--- config.mk ---
export PLATFORM = sky130hd
export DESIGN_NAME = ps2_mouse_packet_cursor_tracker_unit
export DESIGN_NICKNAME = d
export VERILOG_FILES = /design/src/ps2mct_pkg.sv /design/src/ps2_mouse_packet_cursor_tracker_unit.sv /design/src/ps2mct_regs.sv /design/src/ps2mct_clamp.sv /design/src/ps2mct_core.sv
export SDC_FILE = /design/constraint.sdc
export NUM_CORES = 1
export LEC_CHECK = 0
export BUFFER_PORTS_ARGS = -buffer_cell sky130_fd_sc_hd__buf_4
export CAP_MARGIN = 10
export CELL_PAD_IN_SITES_DETAIL_PLACEMENT = 2
export CELL_PAD_IN_SITES_GLOBAL_PLACEMENT = 2
export CORE_MARGIN = 2
export CORE_UTILIZATION = 40
export DETAILED_ROUTE_END_ITERATION = 10
export PLACE_DENSITY_LB_ADDON = 0.1
export SLEW_MARGIN = 20
export SYNTH_ARGS = -nofsm -noshare
export SYNTH_HDL_FRONTEND = slang
export SYNTH_SLANG_ARGS = --single-unit
--- constraint.sdc ---
create_clock -name clk -period 12.07 [get_ports clk]
set_input_delay 0.6035 -clock clk [delete_from_list [all_inputs] [get_ports clk]]
set_output_delay 0.6035 -clock clk [all_outputs]
set_load 0.01 [all_outputs]
--- src/ps2mct_pkg.sv ---
// ----------------------------------------------------------------------------
// ps2mct_pkg: shared types and constants
// Register map, reset values and the config bundles passed between the
// register file and the packet core.
// ----------------------------------------------------------------------------
`default_nettype none

package ps2mct_pkg;

  localparam int unsigned ADDR_BITS = 5;
  localparam int unsigned DATA_BITS = 32;

  typedef enum logic [2:0] {
    REG_SCREEN_W = 3'd0,
    REG_SCREEN_H = 3'd1,
    REG_CURSOR_W = 3'd2,
    REG_CURSOR_H = 3'd3,
    REG_START_X  = 3'd4,
    REG_START_Y  = 3'd5,
    REG_MARGIN   = 3'd6
  } reg_idx_t;

  localparam logic [11:0] SCREEN_W_RST = 12'd1024;
  localparam logic [11:0] SCREEN_H_RST = 12'd768;
  localparam logic [7:0]  CURSOR_W_RST = 8'd16;
  localparam logic [7:0]  CURSOR_H_RST = 8'd16;
  localparam logic [11:0] START_X_RST  = 12'd0;
  localparam logic [11:0] START_Y_RST  = 12'd0;
  localparam logic [7:0]  MARGIN_RST   = 8'd5;

  // bit positions inside the first packet byte
  localparam int unsigned B0_LEFT   = 0;
  localparam int unsigned B0_RIGHT  = 1;
  localparam int unsigned B0_MIDDLE = 2;
  localparam int unsigned B0_SYNC   = 3;
  localparam int unsigned B0_XSIGN  = 4;
  localparam int unsigned B0_YSIGN  = 5;
  localparam int unsigned B0_XOVF   = 6;
  localparam int unsigned B0_YOVF   = 7;

  typedef enum logic [1:0] {
    IDX_FIRST  = 2'd0,
    IDX_SECOND = 2'd1,
    IDX_THIRD  = 2'd2
  } byte_idx_t;

  typedef struct packed {
    logic [11:0] screen_w;
    logic [11:0] screen_h;
    logic [7:0]  cursor_w;
    logic [7:0]  cursor_h;
    logic [7:0]  margin;
  } cfg_t;

  typedef struct packed {
    logic        ld_x;
    logic        ld_y;
    logic [11:0] start_x;
    logic [11:0] start_y;
  } start_ld_t;

endpackage

`default_nettype wire

--- src/ps2_mouse_packet_cursor_tracker_unit.sv ---
// ----------------------------------------------------------------------------
// ps2_mouse_packet_cursor_tracker_unit: PS/2 packet decoder, cursor tracker
// Usage:
//   in_* channel: one raw mouse byte per beat (valid/ready). Bytes with bit 3
//   clear are dropped until the first byte with bit 3 set; after that bytes
//   group into 3-byte packets.
//   out_* channel: one beat per completed packet with buttons, overflow
//   flags, 9-bit deltas and the clamped cursor position after the packet.
//   APB port: screen/cursor size, start position and edge margin. Writing a
//   start register also moves the cursor there. Write only while idle.
// Path: a byte is registered in the input register on accept and decoded
//   from there; the third byte's result beat is held in the result register.
// Throughput: one byte per cycle unless a held result stalls the third
//   byte; x and y add-and-clamp paths sit between input and result registers.
// Reset: sync lost, packet index cleared, registers back to defaults,
//   cursor at the default start position, no result pending.
// Stall: a held result keeps the third byte waiting in the input register;
//   bytes that produce no result keep flowing until the third byte arrives.
// ----------------------------------------------------------------------------
`default_nettype none

module ps2_mouse_packet_cursor_tracker_unit
  import ps2mct_pkg::*;
#(
  parameter int unsigned COORD_BITS = 12
) (
  input  wire logic                    clk,
  input  wire logic                    rst_n,
  input  wire logic                    psel,
  input  wire logic                    penable,
  input  wire logic                    pwrite,
  input  wire logic [ADDR_BITS-1:0]    paddr,
  input  wire logic [DATA_BITS-1:0]    pwdata,
  output logic      [DATA_BITS-1:0]    prdata,
  output logic                         pready,
  input  wire logic                    in_valid,
  output logic                         in_ready,
  input  wire logic [7:0]              in_data_byte,
  output logic                         out_valid,
  input  wire logic                    out_ready,
  output logic                         out_left_button,
  output logic                         out_right_button,
  output logic                         out_middle_button,
  output logic                         out_x_overflow,
  output logic                         out_y_overflow,
  output logic signed [8:0]            out_delta_x,
  output logic signed [8:0]            out_delta_y,
  output logic        [COORD_BITS-1:0] out_cursor_x,
  output logic        [COORD_BITS-1:0] out_cursor_y,
  output logic                         out_cursor_moved
);

  cfg_t      cfg;
  start_ld_t start_ld;

  ps2mct_regs u_regs (
    .clk      (clk),
    .rst_n    (rst_n),
    .psel     (psel),
    .penable  (penable),
    .pwrite   (pwrite),
    .paddr    (paddr),
    .pwdata   (pwdata),
    .prdata   (prdata),
    .pready   (pready),
    .cfg      (cfg),
    .start_ld (start_ld)
  );

  ps2mct_core #(.COORD_BITS(COORD_BITS)) u_core (
    .clk               (clk),
    .rst_n             (rst_n),
    .cfg               (cfg),
    .start_ld          (start_ld),
    .in_valid          (in_valid),
    .in_ready          (in_ready),
    .in_data_byte      (in_data_byte),
    .out_valid         (out_valid),
    .out_ready         (out_ready),
    .out_left_button   (out_left_button),
    .out_right_button  (out_right_button),
    .out_middle_button (out_middle_button),
    .out_x_overflow    (out_x_overflow),
    .out_y_overflow    (out_y_overflow),
    .out_delta_x       (out_delta_x),
    .out_delta_y       (out_delta_y),
    .out_cursor_x      (out_cursor_x),
    .out_cursor_y      (out_cursor_y),
    .out_cursor_moved  (out_cursor_moved)
  );

endmodule

`default_nettype wire

--- src/ps2mct_regs.sv ---
// ----------------------------------------------------------------------------
// ps2mct_regs: configuration register file
// APB-style write/read of the screen, cursor, start and margin registers.
// ----------------------------------------------------------------------------
`default_nettype none

module ps2mct_regs
  import ps2mct_pkg::*;
(
  input  wire logic                 clk,
  input  wire logic                 rst_n,
  input  wire logic                 psel,
  input  wire logic                 penable,
  input  wire logic                 pwrite,
  input  wire logic [ADDR_BITS-1:0] paddr,
  input  wire logic [DATA_BITS-1:0] pwdata,
  output logic      [DATA_BITS-1:0] prdata,
  output logic                      pready,
  output cfg_t                      cfg,
  output start_ld_t                 start_ld
);

  logic [11:0] screen_w_r, screen_h_r, start_x_r, start_y_r;
  logic [7:0]  cursor_w_r, cursor_h_r, margin_r;
  logic        wr_en;
  reg_idx_t    idx;

  assign pready = 1'b1;
  assign wr_en  = psel && penable && pwrite;
  assign idx    = reg_idx_t'(paddr[ADDR_BITS-1:2]);

  always_ff @(posedge clk) begin
    if (!rst_n) begin
      screen_w_r <= SCREEN_W_RST;
      screen_h_r <= SCREEN_H_RST;
      cursor_w_r <= CURSOR_W_RST;
      cursor_h_r <= CURSOR_H_RST;
      start_x_r  <= START_X_RST;
      start_y_r  <= START_Y_RST;
      margin_r   <= MARGIN_RST;
    end else if (wr_en) begin
      case (idx)
        REG_SCREEN_W: screen_w_r <= pwdata[11:0];
        REG_SCREEN_H: screen_h_r <= pwdata[11:0];
        REG_CURSOR_W: cursor_w_r <= pwdata[7:0];
        REG_CURSOR_H: cursor_h_r <= pwdata[7:0];
        REG_START_X:  start_x_r  <= pwdata[11:0];
        REG_START_Y:  start_y_r  <= pwdata[11:0];
        REG_MARGIN:   margin_r   <= pwdata[7:0];
        default: ;
      endcase
    end
  end

  always_comb begin
    case (idx)
      REG_SCREEN_W: prdata = DATA_BITS'(screen_w_r);
      REG_SCREEN_H: prdata = DATA_BITS'(screen_h_r);
      REG_CURSOR_W: prdata = DATA_BITS'(cursor_w_r);
      REG_CURSOR_H: prdata = DATA_BITS'(cursor_h_r);
      REG_START_X:  prdata = DATA_BITS'(start_x_r);
      REG_START_Y:  prdata = DATA_BITS'(start_y_r);
      REG_MARGIN:   prdata = DATA_BITS'(margin_r);
      default:      prdata = '0;
    endcase
  end

  assign cfg.screen_w = screen_w_r;
  assign cfg.screen_h = screen_h_r;
  assign cfg.cursor_w = cursor_w_r;
  assign cfg.cursor_h = cursor_h_r;
  assign cfg.margin   = margin_r;

  // start writes also load the live cursor position
  assign start_ld.ld_x    = wr_en && (idx == REG_START_X);
  assign start_ld.ld_y    = wr_en && (idx == REG_START_Y);
  assign start_ld.start_x = pwdata[11:0];
  assign start_ld.start_y = pwdata[11:0];

endmodule

`default_nettype wire

--- src/ps2mct_clamp.sv ---
// ----------------------------------------------------------------------------
// ps2mct_clamp: one-axis screen clamp
// Pulls a moved coordinate back inside the screen with a margin, then
// saturates it to the coordinate range.
// ----------------------------------------------------------------------------
`default_nettype none

module ps2mct_clamp #(
  parameter int unsigned COORD_BITS = 12
) (
  input  wire logic signed [COORD_BITS+2:0] pos_in,
  input  wire logic        [7:0]            size,
  input  wire logic        [11:0]           screen,
  input  wire logic        [7:0]            margin,
  output logic             [COORD_BITS-1:0] pos_out
);

  localparam int unsigned CW = COORD_BITS + 3;
  localparam logic signed [CW-1:0] MAX_S = CW'((1 << COORD_BITS) - 1);

  logic signed [CW-1:0] size_s, scr_s, mar_s, far_edge, clamped;

  assign size_s   = $signed(CW'(size));
  assign scr_s    = $signed(CW'(screen));
  assign mar_s    = $signed(CW'(margin));
  assign far_edge = scr_s - size_s - mar_s;

  always_comb begin
    if (pos_in + size_s > scr_s) begin
      clamped = far_edge;
    end else if (pos_in < 0) begin
      clamped = mar_s;
    end else begin
      clamped = pos_in;
    end
    if (clamped < 0) begin
      pos_out = '0;
    end else if (clamped > MAX_S) begin
      pos_out = MAX_S[COORD_BITS-1:0];
    end else begin
      pos_out = clamped[COORD_BITS-1:0];
    end
  end

endmodule

`default_nettype wire

--- src/ps2mct_core.sv ---
// ----------------------------------------------------------------------------
// ps2mct_core: packet assembly and cursor update
// Input register, sync and byte-index tracking, delta decode, cursor
// position registers and the result register.
// ----------------------------------------------------------------------------
`default_nettype none

module ps2mct_core
  import ps2mct_pkg::*;
#(
  parameter int unsigned COORD_BITS = 12
) (
  input  wire logic                   clk,
  input  wire logic                   rst_n,
  input  wire cfg_t                   cfg,
  input  wire start_ld_t              start_ld,
  input  wire logic                   in_valid,
  output logic                        in_ready,
  input  wire logic [7:0]             in_data_byte,
  output logic                        out_valid,
  input  wire logic                   out_ready,
  output logic                        out_left_button,
  output logic                        out_right_button,
  output logic                        out_middle_button,
  output logic                        out_x_overflow,
  output logic                        out_y_overflow,
  output logic signed [8:0]           out_delta_x,
  output logic signed [8:0]           out_delta_y,
  output logic        [COORD_BITS-1:0] out_cursor_x,
  output logic        [COORD_BITS-1:0] out_cursor_y,
  output logic                        out_cursor_moved
);

  localparam int unsigned CW = COORD_BITS + 3;

  logic                  in_v_r;
  logic [7:0]            in_byte_r;
  logic                  synced_r;
  byte_idx_t             idx_r;
  logic [7:0]            first_r, second_r;
  logic [COORD_BITS-1:0] pos_x_r, pos_y_r;
  logic [COORD_BITS-1:0] pos_x_nxt, pos_y_nxt, clamp_x, clamp_y;

  logic                  out_v_r;
  logic [7:0]            out_first_r;
  logic signed [8:0]     out_dx_r, out_dy_r;
  logic [COORD_BITS-1:0] out_x_r, out_y_r;
  logic                  out_moved_r;

  logic                  drop, is_third, out_free, go, out_load, moved;
  logic signed [8:0]     dx, dy;
  logic signed [CW-1:0]  px, py;

  assign drop     = !synced_r && !in_byte_r[B0_SYNC];
  assign is_third = !drop && (idx_r == IDX_THIRD);
  assign out_free = !out_v_r || out_ready;
  assign go       = in_v_r && (!is_third || out_free);
  assign out_load = go && is_third;
  assign in_ready = !in_v_r || go;

  assign dx    = $signed({first_r[B0_XSIGN], second_r});
  assign dy    = $signed({first_r[B0_YSIGN], in_byte_r});
  assign moved = !(first_r[B0_XOVF] || first_r[B0_YOVF]);

  // x moves right with dx, y moves down against dy
  assign px = $signed(CW'(pos_x_r)) + {{(CW-9){dx[8]}}, dx};
  assign py = $signed(CW'(pos_y_r)) - {{(CW-9){dy[8]}}, dy};

  ps2mct_clamp #(.COORD_BITS(COORD_BITS)) u_clamp_x (
    .pos_in  (px),
    .size    (cfg.cursor_w),
    .screen  (cfg.screen_w),
    .margin  (cfg.margin),
    .pos_out (clamp_x)
  );

  ps2mct_clamp #(.COORD_BITS(COORD_BITS)) u_clamp_y (
    .pos_in  (py),
    .size    (cfg.cursor_h),
    .screen  (cfg.screen_h),
    .margin  (cfg.margin),
    .pos_out (clamp_y)
  );

  assign pos_x_nxt = moved ? clamp_x : pos_x_r;
  assign pos_y_nxt = moved ? clamp_y : pos_y_r;

  always_ff @(posedge clk) begin
    if (in_ready) begin
      in_byte_r <= in_data_byte;
    end
  end

  always_ff @(posedge clk) begin
    if (!rst_n) begin
      in_v_r   <= 1'b0;
      synced_r <= 1'b0;
      idx_r    <= IDX_FIRST;
      first_r  <= '0;
      second_r <= '0;
      out_v_r  <= 1'b0;
    end else begin
      if (in_ready) begin
        in_v_r <= in_valid;
      end
      if (go && !drop) begin
        synced_r <= 1'b1;
        case (idx_r)
          IDX_SECOND: begin
            second_r <= in_byte_r;
            idx_r    <= IDX_THIRD;
          end
          IDX_THIRD: begin
            idx_r <= IDX_FIRST;
          end
          default: begin
            first_r <= in_byte_r;
            idx_r   <= IDX_SECOND;
          end
        endcase
      end
      if (out_load) begin
        out_v_r <= 1'b1;
      end else if (out_ready) begin
        out_v_r <= 1'b0;
      end
    end
  end

  always_ff @(posedge clk) begin
    if (!rst_n) begin
      pos_x_r <= COORD_BITS'(START_X_RST);
      pos_y_r <= COORD_BITS'(START_Y_RST);
    end else begin
      if (start_ld.ld_x) begin
        pos_x_r <= COORD_BITS'(start_ld.start_x);
      end else if (out_load) begin
        pos_x_r <= pos_x_nxt;
      end
      if (start_ld.ld_y) begin
        pos_y_r <= COORD_BITS'(start_ld.start_y);
      end else if (out_load) begin
        pos_y_r <= pos_y_nxt;
      end
    end
  end

  always_ff @(posedge clk) begin
    if (out_load) begin
      out_first_r <= first_r;
      out_dx_r    <= dx;
      out_dy_r    <= dy;
      out_x_r     <= pos_x_nxt;
      out_y_r     <= pos_y_nxt;
      out_moved_r <= moved;
    end
  end

  assign out_valid         = out_v_r;
  assign out_left_button   = out_first_r[B0_LEFT];
  assign out_right_button  = out_first_r[B0_RIGHT];
  assign out_middle_button = out_first_r[B0_MIDDLE];
  assign out_x_overflow    = out_first_r[B0_XOVF];
  assign out_y_overflow    = out_first_r[B0_YOVF];
  assign out_delta_x       = out_dx_r;
  assign out_delta_y       = out_dy_r;
  assign out_cursor_x      = out_x_r;
  assign out_cursor_y      = out_y_r;
  assign out_cursor_moved  = out_moved_r;

`ifndef SYNTHESIS
  a_idx_legal: assert property (@(posedge clk) disable iff (!rst_n)
    idx_r == IDX_FIRST || idx_r == IDX_SECOND || idx_r == IDX_THIRD)
    else $error("byte index left the three-byte cycle");

  a_unsynced_idle: assert property (@(posedge clk) disable iff (!rst_n)
    !synced_r |-> idx_r == IDX_FIRST)
    else $error("packet progress before sync");

  a_load_third: assert property (@(posedge clk) disable iff (!rst_n)
    out_load |-> synced_r && idx_r == IDX_THIRD && out_free)
    else $error("result loaded outside third byte or over a pending beat");

  a_in_hold: assert property (@(posedge clk) disable iff (!rst_n)
    in_v_r && !go |=> in_v_r && $stable(in_byte_r))
    else $error("stalled input byte lost");
`endif

endmodule

`default_nettype wire
Word level (Yosys, flattened, before mapping)
Index checks and enable logic that the tools add are counted.
{"block": "classes", "n_eq_ne": 8, "mux": 18, "addsub": 8, "n_reduce_logical": 34, "n_shift": 0, "n_div": 0, "n_bitwise": 1, "n_mul": 0, "order_cmp": 8}
{"cell": "$mux 12", "n": 10}
{"cell": "$pmux 12 s7", "n": 1}
{"cell": "$mux 15", "n": 4}
{"cell": "$add 14x9->15", "n": 2}
{"cell": "$gt 15x13->1", "n": 2}
{"cell": "$gt 15x13->1 const B", "n": 2}
{"cell": "$lt 15x1->1 const B", "n": 2}
{"cell": "$sub 15x9->15", "n": 2}
{"cell": "$lt 14x1->1 const B", "n": 2}
{"cell": "$sub 12x8->13", "n": 2}
{"cell": "$reduce_and 2->1", "n": 9}
{"cell": "$add 13x9->14", "n": 1}
{"cell": "$sub 13x9->14", "n": 1}
{"cell": "$eq 3x3->1 const B", "n": 3}
{"cell": "$logic_and 1x1->1", "n": 9}
{"cell": "$logic_not 1->1", "n": 7}
{"cell": "$eq 3x2->1 const B", "n": 2}
{"cell": "$reduce_bool 2->1", "n": 3}
{"cell": "$logic_or 1x1->1", "n": 4}
{"cell": "$pmux 2 s2", "n": 1}
{"cell": "$eq 3x1->1 const B", "n": 1}
{"cell": "$logic_not 3->1", "n": 1}
{"cell": "$eq 2x1->1 const B", "n": 1}
{"cell": "$eq 2x2->1 const B", "n": 1}
{"cell": "other kinds (3)", "n": 4}
{"block": "word_totals", "latch_bits": 0, "rom_bits": 0, "regBits": 176, "ram_bits": 0, "wordCells": 99, "mem_count": 0, "input_bits": 52}

Longest topological paths before layout
{"block": "depth", "ltp_word": 10, "mapped_depth": 28}

Hierarchy
A second synthesis with hierarchy kept.
{"block": "hier_totals", "hier_cells": 1394, "area_unflattened_um2": 12759.7}
{"module": "ps2mct_core", "instances": 1, "cells_each": 462, "area_per_inst_um2": 5036.1}
{"module": "ps2mct_regs", "instances": 1, "cells_each": 363, "area_per_inst_um2": 3648.5}
{"module": "ps2mct_clamp (u_core.u_clamp_x)", "instances": 1, "cells_each": 287, "area_per_inst_um2": 2062.0}
{"module": "ps2mct_clamp (u_core.u_clamp_y)", "instances": 1, "cells_each": 282, "area_per_inst_um2": 2013.2}

Worst setup path before layout
Ideal clock, no wire load.
{"block": "synth_path", "kind": "register to register", "from": "register u_core.pos_x_r[0]", "to": "register u_core.out_x_r[6] (netlist: u_core.out_cursor_x[6]), data pin", "path_stages_with_launch": 24, "t_required_ns": 11.812, "synth_period_minus_slack_ns": 5.381, "arrival_time_ns": 5.123, "setup_ns": 0.258, "path_slack_ns": 6.689, "cell_sequence": "dfxtp_1 ha_1 inv_1 fa_1 nand2b_1 and2_1 o21ai_0 a21oi_1 xnor2_1 ha_1 o41ai_1 xnor2_1 ha_1 a21o_1 a21o_1 a221o_1 o21ai_1 nand4_1 nor4_4 or3_1 buf_4 mux2i_1 a21o_1 o221a_1"}
{"block": "synth_via", "elab_chain_cells": 8}
{"element": "start: declaration", "line_no": "ps2mct_core.sv:41", "source": "logic [COORD_BITS-1:0] pos_x_r, pos_y_r;"}
{"element": "start signal: assignment", "line_no": "ps2mct_core.sv:132", "source": "pos_x_r <= COORD_BITS'(START_X_RST);"}
{"element": "start signal: assignment", "line_no": "ps2mct_core.sv:136", "source": "pos_x_r <= COORD_BITS'(start_ld.start_x);"}
{"element": "start signal: assignment", "line_no": "ps2mct_core.sv:138", "source": "pos_x_r <= pos_x_nxt;"}
{"element": "$add 13x9->14 (*)", "line_no": "ps2mct_core.sv:66", "source": "assign px = $signed(CW'(pos_x_r)) + {{(CW-9){dx[8]}}, dx};"}
{"element": "$add 14x9->15 / $lt 14x1->1 (equally long branches)", "line_no": "ps2mct_clamp.sv:29, ps2mct_clamp.sv:31"}
{"element": "$gt 15x13->1 / $mux 15 (equally long branches)", "line_no": "ps2mct_clamp.sv:29, ps2mct_clamp.sv:31"}
{"element": "$mux 15 (*)", "line_no": "ps2mct_clamp.sv:29", "source": "if (pos_in + size_s > scr_s) begin"}
{"element": "$gt 15x13->1", "line_no": "ps2mct_clamp.sv:38", "source": "end else if (clamped > MAX_S) begin"}
{"element": "$mux 12", "line_no": "ps2mct_clamp.sv:38"}
{"element": "$mux 12 (*)", "line_no": "ps2mct_clamp.sv:36", "source": "if (clamped < 0) begin"}
{"element": "$mux 12 (*)", "line_no": "ps2mct_core.sv:85", "source": "assign pos_x_nxt = moved ? clamp_x : pos_x_r;"}
{"element": "named net u_core.pos_x_nxt[6]", "line_no": "ps2mct_core.sv:42", "source": "logic [COORD_BITS-1:0] pos_x_nxt, pos_y_nxt, clamp_x, clamp_y;"}
{"element": "end signal: assignment", "line_no": "ps2mct_core.sv:153", "source": "out_x_r <= pos_x_nxt;"}
{"element": "end: declaration", "line_no": "ps2mct_core.sv:47", "source": "logic [COORD_BITS-1:0] out_x_r, out_y_r;"}
Mark *: on every way through the listed nets, which the timed path passes. The rest lies on a longest branch.
A chain may end at the register's enable or synchronous reset.

Worst setup path after layout
Ends and elaborated chain as after synthesis.

==> impl_metrics.toml <==
[sta]
skew_ns = 0.01377
relSlewSlack = 0.3221
fin_crit_ns = 7.024
post-route-period-util = 0.5819
fin_setup_tns_ns = 0
max_freq_mhz = 142.4
tightest_slew_ns = 1.016
setup_viol = 0
drv_slew = 0
grt_setup_unrepaired = "no"
whs_ns = 0.3330
finalHoldViolations = 0

[detailed_routing]
routed_via_density = 5.902
drc = 0
wl_met3_um = 1578
antenna_left = 0
drtIter0Drc = 789
vias = 11510
highest_layer = "met4"
wl_met1_um = 21220
routed_wl_um = 48250
drt_pre_antenna_iters = 5
route.met2.wl_um = 23900
wl_per_cell_um = 24.73

[cts]
cts_tree = "yes"
htreeDepth = 4
clk_latency_ns = 0.45
cts.sinks = 172
post_cts_resize_count = 0
cts_setup_buffers = 0
cts_made_buffers = 17
cts-hold-fix-buffers = 0
clkTransAtPathRegs_ns = 0.07
clk_path_buf_depth = 2
clockRootBuffer = "clkbuf_16"

[critical_path]
arrival_ns = 7.23
criticalPathCategory = "reg2reg"
critPathLaunchType = "flip-flop"
end_kind = "flip-flop"
required_ns = 12.27
cp_max_fo = 10
rr_endpoint = "u_core.out_cursor_x[6]"
r2r_setup_slack_ns = 5.05
r2r_start = "u_core.pos_x_r[0]"
r2r_cells = 23

[synthesis]
ys_ff_latch = 172
async_flop_share = 0
ys_warn_count = 0
ys_types = 103
syn_avg_cell_area_um2 = 8.621
yosysSeqAreaShare = 0.3136
postSynthCellCount = 1481
synth_edf_count = 56
ys.flop_type = "dfxtp_1"
netlist_area_um2 = 12770

[layout]
drive_gt1_frac = 0.1233
nNetsFinal = 1700
mostFrequentLayoutCells = "nand2_1, dfxtp_1, ha_1"
diodes = 0
synthToLayoutAreaGrowth_pct = 11.56
mostFrequentLayoutCell = "nand2_1"

[floorplanning]
die_area_um2 = 33360
io_pins = 135
die_y_um = 182.7
die_x_um = 182.7
core_area_um2 = 31470
start_util = 0.4056
rows = 65

[power_and_ir_drop]
p_leak_nw = 5.476
power_density_nw_per_um2 = 95.33
vdd_drop_max_v = 0.00007516

[placement]
place_congestion = 0.8688
port_buffers = 91
post-dp-hpwl_um = 36770

[min_path]
min_path_cells = 1
hp-class = "in2reg"
hold_path_startpoint = "in_data_byte[3]"
min_to = "u_core.in_byte_r[3]"

[status]
status = "finished clean"

[grt]
overflow = 0
track_usage = 0.2894
grt_pass1_vias = 12310
grt_pass1_wl_um = 73450
antenna_found_initial = 1
grt_start_max_net_pins = 96

[run]
drv_cap = 0
-- sequential cells by signal, summed over array words and instances (netlist names), 8 cells and up --
register             flops
u_core.in_byte_r         8
u_core.out_cursor_x     12
u_core.out_cursor_y     12
u_core.out_delta_x       8
u_core.out_delta_y       8
u_core.pos_x_r          12
u_core.pos_y_r          12
u_core.second_r          8
u_regs.cursor_h_r        8
u_regs.cursor_w_r        8
u_regs.margin_r          8
u_regs.screen_h_r       12
u_regs.screen_w_r       12
u_regs.start_x_r        12
u_regs.start_y_r        12
-- synthesized netlist by cell type (7+ instances only) --
library cell	number	area, µm²
a21o_1	25	187.7
o21ai_1	17	85.08
or3_1	10	62.56
xnor2_1	48	420.4
clkbuf_1	50	187.7
xor2_1	20	175.2
nand4_1	7	43.79
edfxtp_1	56	1682
mux4_2	9	202.7
a31oi_1	10	62.56
a21oi_1	72	360.4
nor2b_1	35	219.0
nand3_1	39	195.2
nand2_1	189	709.4
ha_1	104	1301
nand2b_1	11	68.82
mux2i_1	38	380.4
o21ai_0	65	325.3
dfxtp_1	116	2322
a211oi_1	10	75.07
and2_1	21	131.4
nor4_1	7	43.79
a21boi_0	67	503.0
buf_4	23	172.7
fa_1	8	160.2
o211ai_1	21	157.7
o21a_1	19	142.6
nor3_1	16	80.08
inv_1	96	360.4
buf_1	8	30.03
nor2_1	103	386.6
-- how the worst max path moves through the flow --
stage	from	to	slack [ns]	cells after the start
after floorplan	u_core.pos_x_r[0]	u_core.out_cursor_x[6]	6.69	23
after global placement	u_core.pos_x_r[0]	u_core.out_cursor_x[6]	5.32	23
after detailed placement	u_core.pos_x_r[0]	u_core.out_cursor_x[6]	5.11	23
after CTS	u_core.pos_x_r[0]	u_core.out_cursor_x[6]	4.97	23
after global routing	u_core.pos_x_r[0]	u_core.out_cursor_x[6]	4.65	23
final	u_core.pos_x_r[0]	u_core.out_cursor_x[6]	5.05	23
-- critical path, cell delays in order, from the launching register on --
cell and delay (ns):
dfxtp_1 0.43, ha_1 0.26, inv_1 0.07, fa_1 0.41
nand2b_1 0.23, nand2_1 0.10, a21oi_1 0.09, xnor2_1 0.46
ha_1 0.39, nand2_1 0.09, a21oi_1 0.06, o41ai_1 0.79
xnor2_1 0.16, ha_1 0.33, a21o_1 0.16, a21o_1 0.18
a221o_1 0.35, o21ai_1 0.53, nand4_1 0.24, nor4_4 0.52
or3_1 0.34, mux2i_1 0.18, a21o_1 0.18, o221a_1 0.21
-- cell type report --
class | instances | area, µm²
inverter | 97 | 364.1
timing repair buffer | 103 | 773.2
clock inverter | 12 | 88.84
tap | 402 | 503.0
clock buffer | 20 | 446.7
multi-input combinational | 1145 | 8064
fill | 3533 | 17230
sequential | 172 | 4004
-- metrics by stage --
step,instances,worst slack (ns),area [µm²],utilization,power (mW)
after floorplan,1500,6.689,12840,-,0.7731
after global placement,1919,5.316,13700,0.4353,0.8324
after detailed placement,1919,5.111,13710,0.4355,0.8410
after CTS,1951,4.975,14240,0.4526,1.362
after global routing,1951,4.654,14240,0.4526,1.403
final,1951,5.046,14240,0.4526,1.358
-- per-layer routing --
layer  vias up  track usage
met5         -            0
met4         0       0.1065
met2       219       0.5069
li1       5353            -
met3        72      0.03812
met1      5870       0.3633
-- power by group --
| group | switching (mW) | internal, mW | total, mW |
|---|---|---|---|
| Sequential | 0.00888 | 0.604 | 0.613 |
| Clock | 0.256 | 0.271 | 0.527 |
| Combinational | 0.137 | 0.0811 | 0.218 |
-- logic make-up (layout without fill, tap and decap cells) --
logic type               after synthesis  count (layout)  synth area share
other                                  2              21         0.0005882
XOR/XNOR                              71              71           0.05135
AND/OR/NAND/NOR                      479             479            0.1792
adder cells (fa/ha/maj)              113             113            0.1152
multiplexers                          48              48           0.04655
buffers and inverters                183             232           0.06154
flip-flops                           172             172            0.3136
AO/OA/AOI/OAI                        413             413            0.2319
Power figures use the tool's default switching activity.
